$ cat src/sv/asc_pkg.sv
// Shared constants and control structures for the stillness capture block.
package asc_pkg;

    localparam int WINDOW_LEN_DEF = 32;
    localparam int SET_SIZE_DEF   = 6;

    localparam int AXES     = 3;
    localparam int SAMPLE_W = 16;
    localparam int THR_W    = 48;
    localparam int SLOT_W   = 6;

    // Pipeline stages: A..D live in the axis lanes, E and F in the merge unit.
    localparam int NSTG = 6;
    localparam int STG_A = 0;
    localparam int STG_B = 1;
    localparam int STG_C = 2;
    localparam int STG_D = 3;
    localparam int STG_E = 4;
    localparam int STG_F = 5;

    typedef struct packed {
        logic load_a;
        logic load_b;
        logic load_c;
        logic load_d;
    } t_lane_ctrl;

    typedef struct packed {
        logic load_e;
        logic load_f;
    } t_merge_ctrl;

endpackage

$ cat src/sv/asc_merge.sv
// Merge unit: totals the lane deviations, checks stillness and tracks the slot.
module asc_merge #(
    parameter int WINDOW_LEN = asc_pkg::WINDOW_LEN_DEF,
    parameter int SET_SIZE   = asc_pkg::SET_SIZE_DEF,
    localparam int DEV_W = 31 + 2 * $clog2(WINDOW_LEN)
) (
    input  logic                                                i_clk,
    input  logic                                                i_rst_n,
    input  asc_pkg::t_merge_ctrl                                i_ctrl,
    input  logic [asc_pkg::THR_W-1:0]                           i_thr,
    input  logic [asc_pkg::AXES-1:0][DEV_W-1:0]                 i_dev,
    input  logic [asc_pkg::AXES-1:0][asc_pkg::SAMPLE_W-1:0]     i_mean,
    output logic                                                o_still,
    output logic [asc_pkg::AXES-1:0][asc_pkg::SAMPLE_W-1:0]     o_mean,
    output logic [asc_pkg::SLOT_W-1:0]                          o_slot,
    output logic                                                o_done
);

    localparam int TOT_W = DEV_W + 2;
    localparam int CMP_W = (TOT_W > asc_pkg::THR_W) ? TOT_W : asc_pkg::THR_W;
    localparam logic [asc_pkg::SLOT_W-1:0] LAST_SLOT = asc_pkg::SLOT_W'(SET_SIZE - 1);

    logic [TOT_W-1:0]                                   r_tot;
    logic [asc_pkg::AXES-1:0][asc_pkg::SAMPLE_W-1:0]    r_mean_e;
    logic [asc_pkg::SLOT_W-1:0]                         r_slot_cnt;
    logic [asc_pkg::SLOT_W-1:0]                         n_slot_cnt;
    logic                                               still;
    logic                                               wrap;

    always_ff @(posedge i_clk) begin
        if (i_ctrl.load_e) begin
            r_tot    <= TOT_W'(i_dev[0]) + TOT_W'(i_dev[1]) + TOT_W'(i_dev[2]);
            r_mean_e <= i_mean;
        end
    end

    assign still = CMP_W'(r_tot) < CMP_W'(i_thr);
    assign wrap  = (r_slot_cnt == LAST_SLOT);

    always_comb begin
        n_slot_cnt = r_slot_cnt;
        if (still) begin
            n_slot_cnt = wrap ? '0 : r_slot_cnt + 1'b1;
        end
    end

    always_ff @(posedge i_clk) begin
        if (!i_rst_n) begin
            r_slot_cnt <= '0;
        end else if (i_ctrl.load_f) begin
            r_slot_cnt <= n_slot_cnt;
        end
    end

    always_ff @(posedge i_clk) begin
        if (i_ctrl.load_f) begin
            o_still <= still;
            o_mean  <= r_mean_e;
            o_slot  <= still ? r_slot_cnt : '0;
            o_done  <= still && wrap;
        end
    end

endmodule

$ cat config.mk
export PLATFORM = sky130hd
export DESIGN_NAME = asc_merge
export DESIGN_NICKNAME = d
export VERILOG_FILES = /design/src/sv/asc_pkg.sv /design/src/sv/asc_merge.sv
export SDC_FILE = /design/constraint.sdc
export NUM_CORES = 1
export LEC_CHECK = 0
export ABC_CLOCK_PERIOD_IN_PS = 3600
export BUFFER_PORTS_ARGS = -buffer_cell sky130_fd_sc_hd__buf_4
export CAP_MARGIN = 20
export CORE_MARGIN = 2
export CORE_UTILIZATION = 49
export CTS_CLUSTER_DIAMETER = 40
export DETAILED_ROUTE_END_ITERATION = 6
export GPL_TIMING_DRIVEN = 0
export PLACE_DENSITY = 0.77
export REMOVE_ABC_BUFFERS = 1
export SYNTH_ARGS = -nofsm -noshare
export SYNTH_HDL_FRONTEND = slang
export SYNTH_SLANG_ARGS = --single-unit
export TNS_END_PERCENT = 20
$ cat constraint.sdc
create_clock -name i_clk -period 3.6 [get_ports i_clk]
set_clock_uncertainty 0.1 [all_clocks]
set_input_delay 0.18 -clock i_clk [delete_from_list [all_inputs] [get_ports i_clk]]
set_output_delay 0.18 -clock i_clk [all_outputs]
set_load 0.02 [all_outputs]
-- Word-level counts from Yosys, hierarchy flattened
Cells that the tools add are included.
- register bits after elaboration: 153
- input bits: 223
- output and inout bits: 56
- logic and storage cells: 19
- add/subtract/negate cells: 3
- magnitude comparators: 1
- equal/unequal tests: 1
- muxes and demuxes: 1
- reduce and logical (&&, ||, !) cells: 2
- operators by type and width (operator ; number):
    $lt 43x48->1 ; 1
    $add 42x41->43 ; 1
    $add 41x41->42 ; 1
    $add 6x1->6 const B ; 1
    $eq 6x3->1 const B ; 1
    $mux 6 ; 1
    $reduce_and 2->1 ; 1
    $logic_and 1x1->1 ; 1

-- Logic depth before layout (Yosys ltp)
- depth after elaboration: 2
- depth in mapped cells: 13
- depth with buffers taken out: 13

-- Worst setup path before layout
No wires, ideal clock.
- path kind: input-to-reg
- from: input i_dev[1] (netlist bit)
- to: register r_tot[19], data pin
- library setup time: 0.259 ns
- arrival: 2.651 ns
- required time: 3.241 ns
- path slack: 0.590 ns
- cell stages on the path: 11
- buffers on the path: 0
- path through: fa_1 -> ha_1 -> fa_1 -> a21oi_1 -> o211ai_1 -> a31o_2 -> nor2b_1 -> o22ai_1 -> nor3_1 -> a211o_1 -> xor2_1
- cells in the longest elaborated chain, start to end: 2
- ends and longest elaborated chain (element ; RTL line ; text):
    start, declared ; asc_merge.sv:11 ; input logic [asc_pkg::AXES-1:0][DEV_W-1:0] i_dev,
    $add 41x41->42 ; asc_merge.sv:32 ; r_tot <= TOT_W'(i_dev[0]) + TOT_W'(i_dev[1]) + TOT_W'(i_dev[2]);
    $add 42x41->43 ; asc_merge.sv:32 ;
    end signal, assigned ; asc_merge.sv:32 ;
    end, declared ; asc_merge.sv:23 ; logic [TOT_W-1:0] r_tot;
No other way between the ends.
A chain may end at the register's enable or synchronous reset.

-- Final worst setup path
Ends and elaborated chain as after synthesis.

==> flow_summary.json <==
{
  "die_area_sq_mm": 0.0191,
  "p_leak_uw": 0.00546,
  "grt_pass1_vias": 6654,
  "initial_utilization_pct": 49.5,
  "powerDensity_mw_per_mm2": 475,
  "route.detailed.drc": 0,
  "io_pins": 279,
  "hold_ws_ps": 129,
  "hold_class": "primary input to register",
  "vias_per_cell": 5.18,
  "cpPeakStageDelay_ps": 470,
  "period_needed_ps": 3100,
  "worst-r2r-setup-slack_ps": 920,
  "gp_congestion": 0.821,
  "clkSlewWorstSetupHoldPaths_ps": 70,
  "seqPwrFrac_pct": 40.4,
  "cts_buffer_depth": 2,
  "switching_share_pct": 29.8,
  "synth_area_leaders": "edfxtp_1, ha_1, fa_1",
  "synthDistinctLibCells": 67,
  "synth_top_cell_by_area": "edfxtp_1",
  "synth_seq_cells": 153,
  "setup_ws_ps": 500,
  "grt_overflow": 0,
  "placed_cells": 1183,
  "slew_viol_final": 0,
  "required_ps": 3660,
  "combPwrFrac_pct": 29.9,
  "drt-total-wl_microns": 19400,
  "run_status": "complete, no violations",
  "path_cells": "buf_4 > fa_1 > ha_1 > fa_1 > a21oi_1 > o211ai_1 > a31o_2 > nor2b_1 > o22ai_1 > nor3_1 > a211o_1 > xor2_1",
  "nets": 1373,
  "worst_pin_slew_ps": 797,
  "power_frac_clock_pct": 29.7,
  "antenna_left": 0,
  "p_int_uw": 4090,
  "cp_slowest_cell": "fa_1",
  "critPathLaunchType": "primary input",
  "syn_area_per_cell_sq_um": 12.9,
  "grt_usage_pct": 20.4,
  "grt_pass1_wl_microns": 31400,
  "grt_max_degree": 92,
  "cts_num_sinks": 153,
  "max_slew_margin_pct": 46.8,
  "clk_latency_ps": 420,
  "chipHeight_microns": 138,
  "synth_edf_count": 147,
  "ys.flop_type": "edfxtp_1",
  "dr.pass1.iters": 4,
  "cap_violations": 0,
  "core_area_sq_mm": 0.0178,
  "final_common_cell": "buf_4",
  "setup_viol_count_final": 0,
  "final_cell_mix": "buf_4, edfxtp_1, ha_1, inv_1, a21oi_1",
  "syn-instance-count": 687,
  "avgRoutedWirePerCell_microns": 15.3,
  "rsz0062_at_grt": "no",
  "antenna_found_initial": 0,
  "peakVddDrop_mv": 0.372,
  "dr.first_iter.drc_count": 314,
  "wl_met3_microns": 1010,
  "top_layer": "met4",
  "critPathArrivalTime_ps": 3160,
  "cts_resized": 0,
  "final_hold_viol_count": 0,
  "ys_seq_area_share_pct": 51.3,
  "wl_met2_microns": 9830,
  "chipWidth_microns": 138,
  "power_uw": 5820,
  "num_rows": 49,
  "root_buffer": "clkbuf_16",
  "dp_slack_ps": 97.8,
  "end_kind": "register",
  "cp_top_family": "compound AO/OA/AOI/OAI gates",
  "instances_no_fill": 1266,
  "numCtsBuffers": 17,
  "n_antenna_cell": 0,
  "htreeDepth": 4,
  "synth_area_sq_mm": 0.00883,
  "yosysTopAreaCellShare_pct": 50.0,
  "drive_gt1_share_pct": 31.3,
  "tritoncts": "built",
  "post_cts_buffers": 0,
  "ys_warn_count": 0,
  "hpwl_microns": 14600,
  "fmax_ghz": 0.323,
  "wl_met1_microns": 8110,
  "path_buf_inv": 1,
  "vias": 6553,
  "finalCritPeriodShare_pct": 86.1,
  "fin_tns_setup_ps": 0,
  "path_max_fanout": 4,
  "layout-area-overhead-vs-synth_pct": 38.8,
  "cts_hold_buf": 49,
  "async_flop_share_pct": 0,
  "worstSetupPathType": "primary input to register",
  "crit_top_cell": "fa_1",
  "portBuffers": 278,
  "switchingPower_uw": 1730
}
[registers in the layout, summed over array words and instances (netlist names)]
signal / cells
o_slot: 6
r_tot: 43
o_done: 1
r_slot_cnt: 6
o_still: 1
r_mean_e: 48
o_mean: 48
[cells by family (layout without fill, tap and decap cells)]
kind of cell	Yosys count	in the layout	synth area share, %
flops	153	153	51.3
simple gates	140	140	8.19
compound gates	158	158	12.0
buf+inv	71	421	3.12
fa+ha+maj	126	126	21.4
mux	2	2	0.227
xor+xnor	37	37	3.67
[stage by stage]
step	utilization [%]	area, sq um
after floorplan	-	8780
after global placement	62.5	11200
after detailed placement	62.5	11200
after CTS	68.6	12200
after global routing	68.7	12300
final	68.7	12300
[worst paths after layout]
| path | startpoint | end | cells after the start |
|---|---|---|---|
| max reg2reg | r_tot[2]$_DFFE_PP_ | r_slot_cnt[4]$_SDFFE_PN0P_ | 10 |
| min | i_dev[83] | r_tot[1]$_DFFE_PP_ | 3 |
| min reg2reg | r_mean_e[17]$_DFFE_PP_ | o_mean[17]$_DFFE_PP_ | 0 |
| max | i_dev[1] | r_tot[19]$_DFFE_PP_ | 12 |
[power groups by stage]
stage / logic, uW / registers [uW] / clock network (uW)
floorplan: 1080 / 2410 / 0
global placement: 1640 / 2380 / 0
detailed placement: 1680 / 2390 / 0
CTS: 1740 / 2350 / 1760
global route: 1960 / 2370 / 1850
finish: 1740 / 2350 / 1730
[metal layers]
| metal | vias to the layer above | track usage, % |
|---|---|---|
| li1 | 3231 | - |
| met1 | 3062 | 25.0 |
| met2 | 231 | 35.5 |
| met3 | 29 | 4.47 |
| met4 | 0 | 7.47 |
| met5 | - | 0 |
[worst register-to-register path, cell delays in order (launching register included)]
cell	delay (ps)
edfxtp_1	370
ha_1	300
a211oi_1	220
o21ai_0	150
a21oi_1	230
o21ai_0	190
a21oi_1	210
o21ai_1	90
buf_4	190
or4b_1	510
nand2_1	70
[final cells by class]
cell class,count,area [sq um]
clock buffers,17,425
clock inverters,15,159
fillers,1277,5580
inverters,60,225
multi-input cells,463,4020
flip-flops and latches,153,4530
well taps,229,287
repair buffers,329,2610
[Yosys cell counts (all sizes together), types with 7 or more instances]
cell type,instances
edfxtp,147
ha,84
nor2,22
a21oi,57
fa,42
xor2,14
xnor2,23
a21o,28
nor2b,12
nand3,10
inv,59
nand2,47
nand4,11
o21ai,20
nor3,7
a31oi,8
(Power assumes the default switching activity.)
