--- src/sv/asc_pkg.sv ---
// Shared constants and control structures for the stillness capture block.
package asc_pkg;

    localparam int WINDOW_LEN_DEF = 32;
    localparam int SET_SIZE_DEF   = 6;

    localparam int AXES     = 3;
    localparam int SAMPLE_W = 16;
    localparam int THR_W    = 48;
    localparam int SLOT_W   = 6;

    // Pipeline stages: A..D live in the axis lanes, E and F in the merge unit.
    localparam int NSTG = 6;
    localparam int STG_A = 0;
    localparam int STG_B = 1;
    localparam int STG_C = 2;
    localparam int STG_D = 3;
    localparam int STG_E = 4;
    localparam int STG_F = 5;

    typedef struct packed {
        logic load_a;
        logic load_b;
        logic load_c;
        logic load_d;
    } t_lane_ctrl;

    typedef struct packed {
        logic load_e;
        logic load_f;
    } t_merge_ctrl;

endpackage

--- src/sv/asc_lane.sv ---
// One axis lane: sample window, running sums, scaled deviation and floor mean.
module asc_lane #(
    parameter int WINDOW_LEN = asc_pkg::WINDOW_LEN_DEF,
    localparam int LOG_W = $clog2(WINDOW_LEN),
    localparam int DEV_W = 31 + 2 * LOG_W
) (
    input  logic                                 i_clk,
    input  logic                                 i_rst_n,
    input  asc_pkg::t_lane_ctrl                  i_ctrl,
    input  logic signed [asc_pkg::SAMPLE_W-1:0]  i_sample,
    output logic [DEV_W-1:0]                     o_dev,
    output logic [asc_pkg::SAMPLE_W-1:0]         o_mean
);

    localparam int SUM_W  = asc_pkg::SAMPLE_W + LOG_W;
    localparam int SQ_W   = 31 + LOG_W;
    localparam int RCP_SH = SUM_W + LOG_W;
    localparam int RCP_W  = SUM_W + 2;
    localparam int PRD_W  = SUM_W + RCP_W;
    localparam longint unsigned RECIP =
        ((64'd1 << RCP_SH) + 64'(WINDOW_LEN) - 64'd1) / 64'(WINDOW_LEN);
    localparam int MEAN_OFS = WINDOW_LEN * 32768;
    localparam logic [LOG_W:0] WLEN = (LOG_W + 1)'(WINDOW_LEN);

    logic signed [asc_pkg::SAMPLE_W-1:0] r_win [WINDOW_LEN];

    // Stage A: running first-order sum and fresh squares.
    logic signed [SUM_W-1:0] r_s1;
    logic [30:0]             r_sq_new;
    logic [30:0]             r_sq_old;
    logic signed [31:0]      sq_new_full;
    logic signed [31:0]      sq_old_full;

    // Stage B: running sum of squares.
    logic [SQ_W-1:0]         r_s2;
    logic signed [SUM_W-1:0] r_s1_b;

    // Stage C: products.
    logic [DEV_W-1:0]            r_s1sq;
    logic [DEV_W-1:0]            r_ws2;
    logic [asc_pkg::SAMPLE_W-1:0] r_q;
    logic signed [2*SUM_W-1:0]   s1sq_full;
    logic [SQ_W+LOG_W:0]         ws2_full;
    logic [SUM_W-1:0]            u_ofs;
    logic [PRD_W-1:0]            qprod_full;

    // Stage D: lane results.
    logic [DEV_W-1:0]             r_dev;
    logic [asc_pkg::SAMPLE_W-1:0] r_mean;

    assign sq_new_full = i_sample * i_sample;
    assign sq_old_full = r_win[0] * r_win[0];

    always_ff @(posedge i_clk) begin
        if (!i_rst_n) begin
            for (int i = 0; i < WINDOW_LEN; i++) begin
                r_win[i] <= '0;
            end
            r_s1 <= '0;
        end else if (i_ctrl.load_a) begin
            for (int i = 0; i < WINDOW_LEN - 1; i++) begin
                r_win[i] <= r_win[i+1];
            end
            r_win[WINDOW_LEN-1] <= i_sample;
            r_s1 <= r_s1 + SUM_W'(i_sample) - SUM_W'(r_win[0]);
        end
    end

    always_ff @(posedge i_clk) begin
        if (i_ctrl.load_a) begin
            r_sq_new <= sq_new_full[30:0];
            r_sq_old <= sq_old_full[30:0];
        end
    end

    always_ff @(posedge i_clk) begin
        if (!i_rst_n) begin
            r_s2 <= '0;
        end else if (i_ctrl.load_b) begin
            r_s2 <= r_s2 + SQ_W'(r_sq_new) - SQ_W'(r_sq_old);
        end
    end

    always_ff @(posedge i_clk) begin
        if (i_ctrl.load_b) begin
            r_s1_b <= r_s1;
        end
    end

    // Offsetting the sum by WINDOW_LEN * 32768 makes it non-negative, so the
    // floor division becomes an unsigned reciprocal multiply that is exact
    // for every sum the window can produce.
    assign s1sq_full  = r_s1_b * r_s1_b;
    assign ws2_full   = (SQ_W + LOG_W + 1)'(r_s2) * (SQ_W + LOG_W + 1)'(WLEN);
    assign u_ofs      = unsigned'(r_s1_b) + SUM_W'(MEAN_OFS);
    assign qprod_full = PRD_W'(u_ofs) * PRD_W'(RECIP);

    always_ff @(posedge i_clk) begin
        if (i_ctrl.load_c) begin
            r_s1sq <= s1sq_full[DEV_W-1:0];
            r_ws2  <= ws2_full[DEV_W-1:0];
            r_q    <= qprod_full[RCP_SH+asc_pkg::SAMPLE_W-1:RCP_SH];
        end
    end

    always_ff @(posedge i_clk) begin
        if (i_ctrl.load_d) begin
            r_dev  <= r_ws2 - r_s1sq;
            r_mean <= {~r_q[asc_pkg::SAMPLE_W-1], r_q[asc_pkg::SAMPLE_W-2:0]};
        end
    end

    assign o_dev  = r_dev;
    assign o_mean = r_mean;

endmodule

--- config.mk ---
export PLATFORM = sky130hd
export DESIGN_NAME = asc_lane
export DESIGN_NICKNAME = d
export VERILOG_FILES = /design/src/sv/asc_pkg.sv /design/src/sv/asc_lane.sv
export SDC_FILE = /design/constraint.sdc
export NUM_CORES = 2
export LEC_CHECK = 0
export BUFFER_PORTS_ARGS = -buffer_cell sky130_fd_sc_hd__buf_2
export CORE_ASPECT_RATIO = 0.7
export CORE_UTILIZATION = 30
export DETAILED_ROUTE_END_ITERATION = 10
export SYNTH_ARGS = -nofsm -noshare
export SYNTH_HDL_FRONTEND = slang
export SYNTH_SLANG_ARGS = --single-unit
--- constraint.sdc ---
create_clock -name i_clk -period 20.8 [get_ports i_clk]
set_clock_uncertainty 0.05 [all_clocks]
set_input_delay 0 -clock i_clk [delete_from_list [all_inputs] [get_ports i_clk]]
set_output_delay 0 -clock i_clk [all_outputs]
set_load 0.05 [all_outputs]
=== Yosys cells after proc, flatten, opt, wreduce, memory -nomap -nowiden ===
Memories as Yosys holds them, arrays and structs flattened.
Cells that the tools add are included.

* Flip-flop bits (word level): 290
* Latch bits: 0
* Memory bits (writable): 512
* ROM bits: 0
* Input port bits: 22
* Output and inout bits: 57
* Word-level logic and storage cells: 89
* Memories kept: 1

{| class="wikitable"
|+ Memory list
! name !! words !! bits a word !! rd ports !! clocked after Yosys merged registers in !! wr ports !! RTL line !! text
|-
| r_win || 32 || 16 || 32 || 0 || 32 || asc_lane.sv:25 || <nowiki>logic signed [asc_pkg::SAMPLE_W-1:0] r_win [WINDOW_LEN];</nowiki>
|}

* Add/sub/neg operators: 6
* $mul: 3
* Div/mod/pow operators: 0
* $lt $le $gt $ge: 0
* Equality and inequality tests: 0
* Shift operators: 0
* Muxes and demuxes: 36
* Bitwise logic cells: 33
* Reduce and logical (&&, ||, !) cells: 0

{| class="wikitable"
|+ Operator list
! cell !! count
|-
| 16-bit 2-to-1 mux || 32
|-
| 16-bit by 16-bit multiplier with 31-bit output || 2
|-
| 21-bit by 21-bit multiplier with 41-bit output || 1
|-
| 41-bit subtractor || 1
|-
| 36-bit by 31-bit adder with 36-bit output || 1
|-
| 36-bit by 31-bit subtractor with 36-bit output || 1
|-
| 1-bit bitwise OR || 32
|-
| 21-bit by 16-bit adder with 21-bit output || 1
|-
| 21-bit adder, second input constant || 1
|-
| 21-bit by 16-bit subtractor with 21-bit output || 1
|-
| 1-bit 2-to-1 mux || 4
|-
| 1-bit NOT || 1
|}

=== Longest topological paths before layout ===
* Depth in word-level cells: 4
* Gate-level depth with buffers: 29
* Gate-level depth less buffers: 28

=== Worst setup path after synthesis ===
No wires, ideal clock.

* Path kind: in2reg
* Start point: input i_ctrl[3] (netlist bit)
* End point: memory r_win[0][0] (netlist bit) (enable)
* Library setup time: 0.862 ns
* Arrival time: 10.356 ns
* Required time: 19.888 ns
* Slack: 9.532 ns
* Stages on the path: 3
* Buffers on the path: 1
* Path through: buf_1 > nor2b_1 > inv_1

{| class="wikitable"
|+ RTL lines
! what !! RTL line !! text
|-
| start, declared || asc_lane.sv:9 || <nowiki>input asc_pkg::t_lane_ctrl i_ctrl,</nowiki>
|-
| end, declared || asc_lane.sv:25 ||
|}

=== Worst setup path after layout ===
* Start point: register r_s1_b[0]
* End point: register r_s1sq[40], data pin

* Cells in the longest elaborated chain, start to end: 1

{| class="wikitable"
|+ RTL lines
! what !! RTL line !! text
|-
| start, declared || asc_lane.sv:36 || <nowiki>logic signed [SUM_W-1:0] r_s1_b;</nowiki>
|-
| start signal, assigned || asc_lane.sv:86 || <nowiki>r_s1_b <= r_s1;</nowiki>
|-
| 21-bit by 21-bit multiplier with 41-bit output || asc_lane.sv:93 || <nowiki>assign s1sq_full = r_s1_b * r_s1_b;</nowiki>
|-
| named net s1sq_full[40] || asc_lane.sv:42 || <nowiki>logic signed [2*SUM_W-1:0] s1sq_full;</nowiki>
|-
| end signal, assigned || asc_lane.sv:100 || <nowiki>r_s1sq <= s1sq_full[DEV_W-1:0];</nowiki>
|-
| end, declared || asc_lane.sv:39 || <nowiki>logic [DEV_W-1:0] r_s1sq;</nowiki>
|}

The timed path passes the listed nets, and every way through them passes these cells.
A chain may end at the register's enable or synchronous reset.

==> results.py <==
metrics = {
    "worst_setup_path": {
        "critPathSlowestCell": "edfxtp_1",
        "critical_path.top_delay_family": "adder cells",
        "criticalPathCategory": "flop to flop",
        "crit_path_end_kind": "flop",
        "crit_buf_inv": 5,
        "crit_path_start_kind": "flop",
        "path_cells": "nand2_1 > inv_1 > fa_1 > ha_1 > inv_1 > fa_1 > inv_1 > fa_1 > fa_1 > fa_1 > inv_1 > fa_1 > inv_1 > ha_1 > and4_1 > and4_1 > nand4_1 > o22ai_1 > o41ai_1 > nor3_1 > nor3_1 > a21oi_1 > xnor2_1",
        "cp.arrival_ns": 8.54,
        "crit_path_max_incr_delay_ns": 0.95,
        "required_ns": 21.16,
        "cp_common_cell": "fa_1",
        "crit_fanout": 23,
    },
    "floorplan": {
        "start_util_pct": 30.2,
        "die-area_um2": 220000,
        "fp-row-count": 143,
        "io_pins": 79,
        "die_height_um": 393,
        "die_w_um": 561,
        "coreArea_um2": 217000,
    },
    "grt": {
        "grt_first_pass_wirelength_um": 231000,
        "antenna_found_initial": 7,
        "grt_max_degree": 318,
        "grt_pass1_vias": 41337,
        "track_usage_pct": 13.3,
        "grt_overflow": 0,
    },
    "clocking": {
        "cts_made_buffers": 77,
        "root_buffer": "clkbuf_16",
        "insertion_delay_ns": 0.67,
        "cts_num_sinks": 798,
        "cts_buffer_depth": 3,
        "cts_tree": "yes",
        "path_clk_slew_ns": 0.07,
        "cts_setup_buffers": 0,
        "cts_htree_levels": 3,
    },
    "sta": {
        "setup_tns_ns": 0,
        "drv_slew": 0,
        "hold_violations": 0,
        "fin_ws_ns": 12.61,
        "period_minus_slack_ns": 8.19,
        "slew_headroom_pct": 20.8,
        "fmax_mhz": 122,
        "tightestPinTransition_ns": 1.19,
        "setup_viol": 0,
        "fin_crit_sh_pct": 39.4,
        "grt_setup_unrepaired": "false",
    },
    "logic_synthesis": {
        "ys_dominant_reg_cell": "edfxtp_1",
        "synth_seq_cells": 798,
        "yosysTopAreaCellShare_pct": 34.0,
        "yosysUniqueCellTypes": 87,
        "syn-num-nets": 7139,
        "synth_area_um2": 65500,
        "synthCells": 5813,
        "async_flop_share_pct": 0,
        "yosysTopAreaCell": "edfxtp_1",
        "synth_edf_count": 741,
        "ys_seq_area_share_pct": 35.7,
        "yosysWarnings": 0,
        "postSynthAreaPerCell_um2": 11.3,
        "netlist_top_cells_area": "edfxtp_1, fa_1, inv_1, ha_1, and2_1",
    },
    "drt": {
        "routed_wl_um": 144000,
        "wl_per_cell_um": 16.3,
        "ant_nets": 0,
        "drt_pass1_iterations": 5,
        "vias": 39075,
        "drtIter0Drc": 2800,
        "vias_per_cell": 4.44,
        "drc": 0,
    },
    "cells_and_area": {
        "final_area_um2": 72100,
        "final_common_cell": "inv_1",
        "final_cell_mix": "inv_1, fa_1, edfxtp_1, ha_1, and2_1",
        "drive_gt1_share_pct": 4.73,
        "area_delta_synth_final_pct": 10.1,
        "finalNetCount": 7165,
    },
    "placement": {
        "gp_congestion": 0.863,
        "portBuffers": 78,
        "dp_hpwl_um": 109000,
        "place_area_um2": 69200,
        "place_ws_ns": 12.66,
    },
    "job": {
        "maxCapViolCount": 0,
    },
    "worst_hold_path": {
        "hold_path_class": "primary input to flop",
    },
    "outcome": {
        "outcome": "finished, final reports clean",
    },
}
[registers in the layout, indices dropped and copies added (netlist names)]
| name | flops |
|---|---|
| o_dev | 40 |
| o_mean | 16 |
| r_q | 16 |
| r_s1 | 21 |
| r_s1_b | 21 |
| r_s1sq | 40 |
| r_s2 | 36 |
| r_sq_new | 30 |
| r_sq_old | 30 |
| r_win | 512 |
| r_ws2 | 36 |
[per-stage QoR]
step                hold WS (ns)  util [%]  instances
floorplan                 0.0489         -       5813
global placement           0.356      31.9       8639
detailed placement         0.355      31.9       8639
CTS                        0.302      33.2       8804
global route               0.315      33.2       8806
finish                     0.313      33.2       8808
[cell usage after synthesis, types with 9 or more instances]
cell type / count
o22ai_1: 9
a31oi_1: 9
mux2i_1: 29
dfxtp_1: 57
inv_1: 1383
o21a_1: 31
o21ai_0: 80
fa_1: 924
nand3_1: 30
nand2_1: 331
clkinv_1: 11
o21bai_1: 19
nor2b_1: 54
nand2b_1: 34
xor2_1: 60
and3_1: 305
edfxtp_1: 741
o211ai_1: 12
a21oi_1: 141
nand4_1: 11
xnor2_1: 159
clkbuf_1: 185
ha_1: 380
and2_1: 374
nor2_1: 187
nor3_1: 19
a21o_1: 86
[cells by family (layout without fill, tap and decap cells)]
logic type | Yosys count | in the layout | share of synthesized area (%)
and+or+nand+nor | 1389 | 1389 | 11.3
adders and majority gates | 1304 | 1304 | 35.5
xor gates and xnor gates | 220 | 220 | 2.95
muxes | 34 | 34 | 0.529
other | 0 | 4 | 0
DFF | 798 | 798 | 35.7
buffers and inverters | 1588 | 1679 | 9.12
AOI/OAI and AO/OA | 480 | 480 | 4.94
[final timing paths]
kind	from	endpoint	slack, ns	depth (start not counted)
max	r_s1_b[0]$_DFFE_PP_	r_s1sq[40]$_DFFE_PP_	12.61	23
min	i_ctrl[2]	r_s1_b[15]$_DFFE_PP_	0.31	2
max reg2reg	r_s1_b[0]$_DFFE_PP_	r_s1sq[40]$_DFFE_PP_	12.61	23
min reg2reg	r_q[10]$_DFFE_PP_	o_mean[10]$_DFFE_PP_	0.35	0
[metal layers]
layer	part of all wire [%]	wire, µm	track usage (%)
met5	0	0	0
met4	1.7	2510	2.62
met3	6.3	9010	2.77
met2	43	61700	20.3
met1	49	70600	19.4
[final cells by class]
type	count	area (µm²)
Multi-Input combinational cell	3427	36100
Sequential cell	798	23400
Tap cell	2900	3630
Inverter	1395	5240
Clock inverter	52	643
Clock buffer	92	2060
Fill cell	21622	145000
Antenna cell	4	10.0
Timing Repair Buffer	140	971
[worst reg2reg max path, stage by stage, from the launching register on]
cell and delay [ns]:
edfxtp_1 0.95, nand2_1 0.23, inv_1 0.17, fa_1 0.43, ha_1 0.57, inv_1 0.12, fa_1 0.75, inv_1 0.27
fa_1 0.54, fa_1 0.51, fa_1 0.49, inv_1 0.05, fa_1 0.50, inv_1 0.05, ha_1 0.36, and4_1 0.25
and4_1 0.23, nand4_1 0.10, o22ai_1 0.13, o41ai_1 0.51, nor3_1 0.10, nor3_1 0.31, a21oi_1 0.13, xnor2_1 0.14
[repair_timing]
item / CTS / global route
hold buffers: 21 / 0
hold endpoints to repair: 258 / 0
resized for setup: 0 / 0
Power is left out: the tool's default activity adds up to more than one toggle a clock period on the data nets, which glitch-free logic cannot reach.
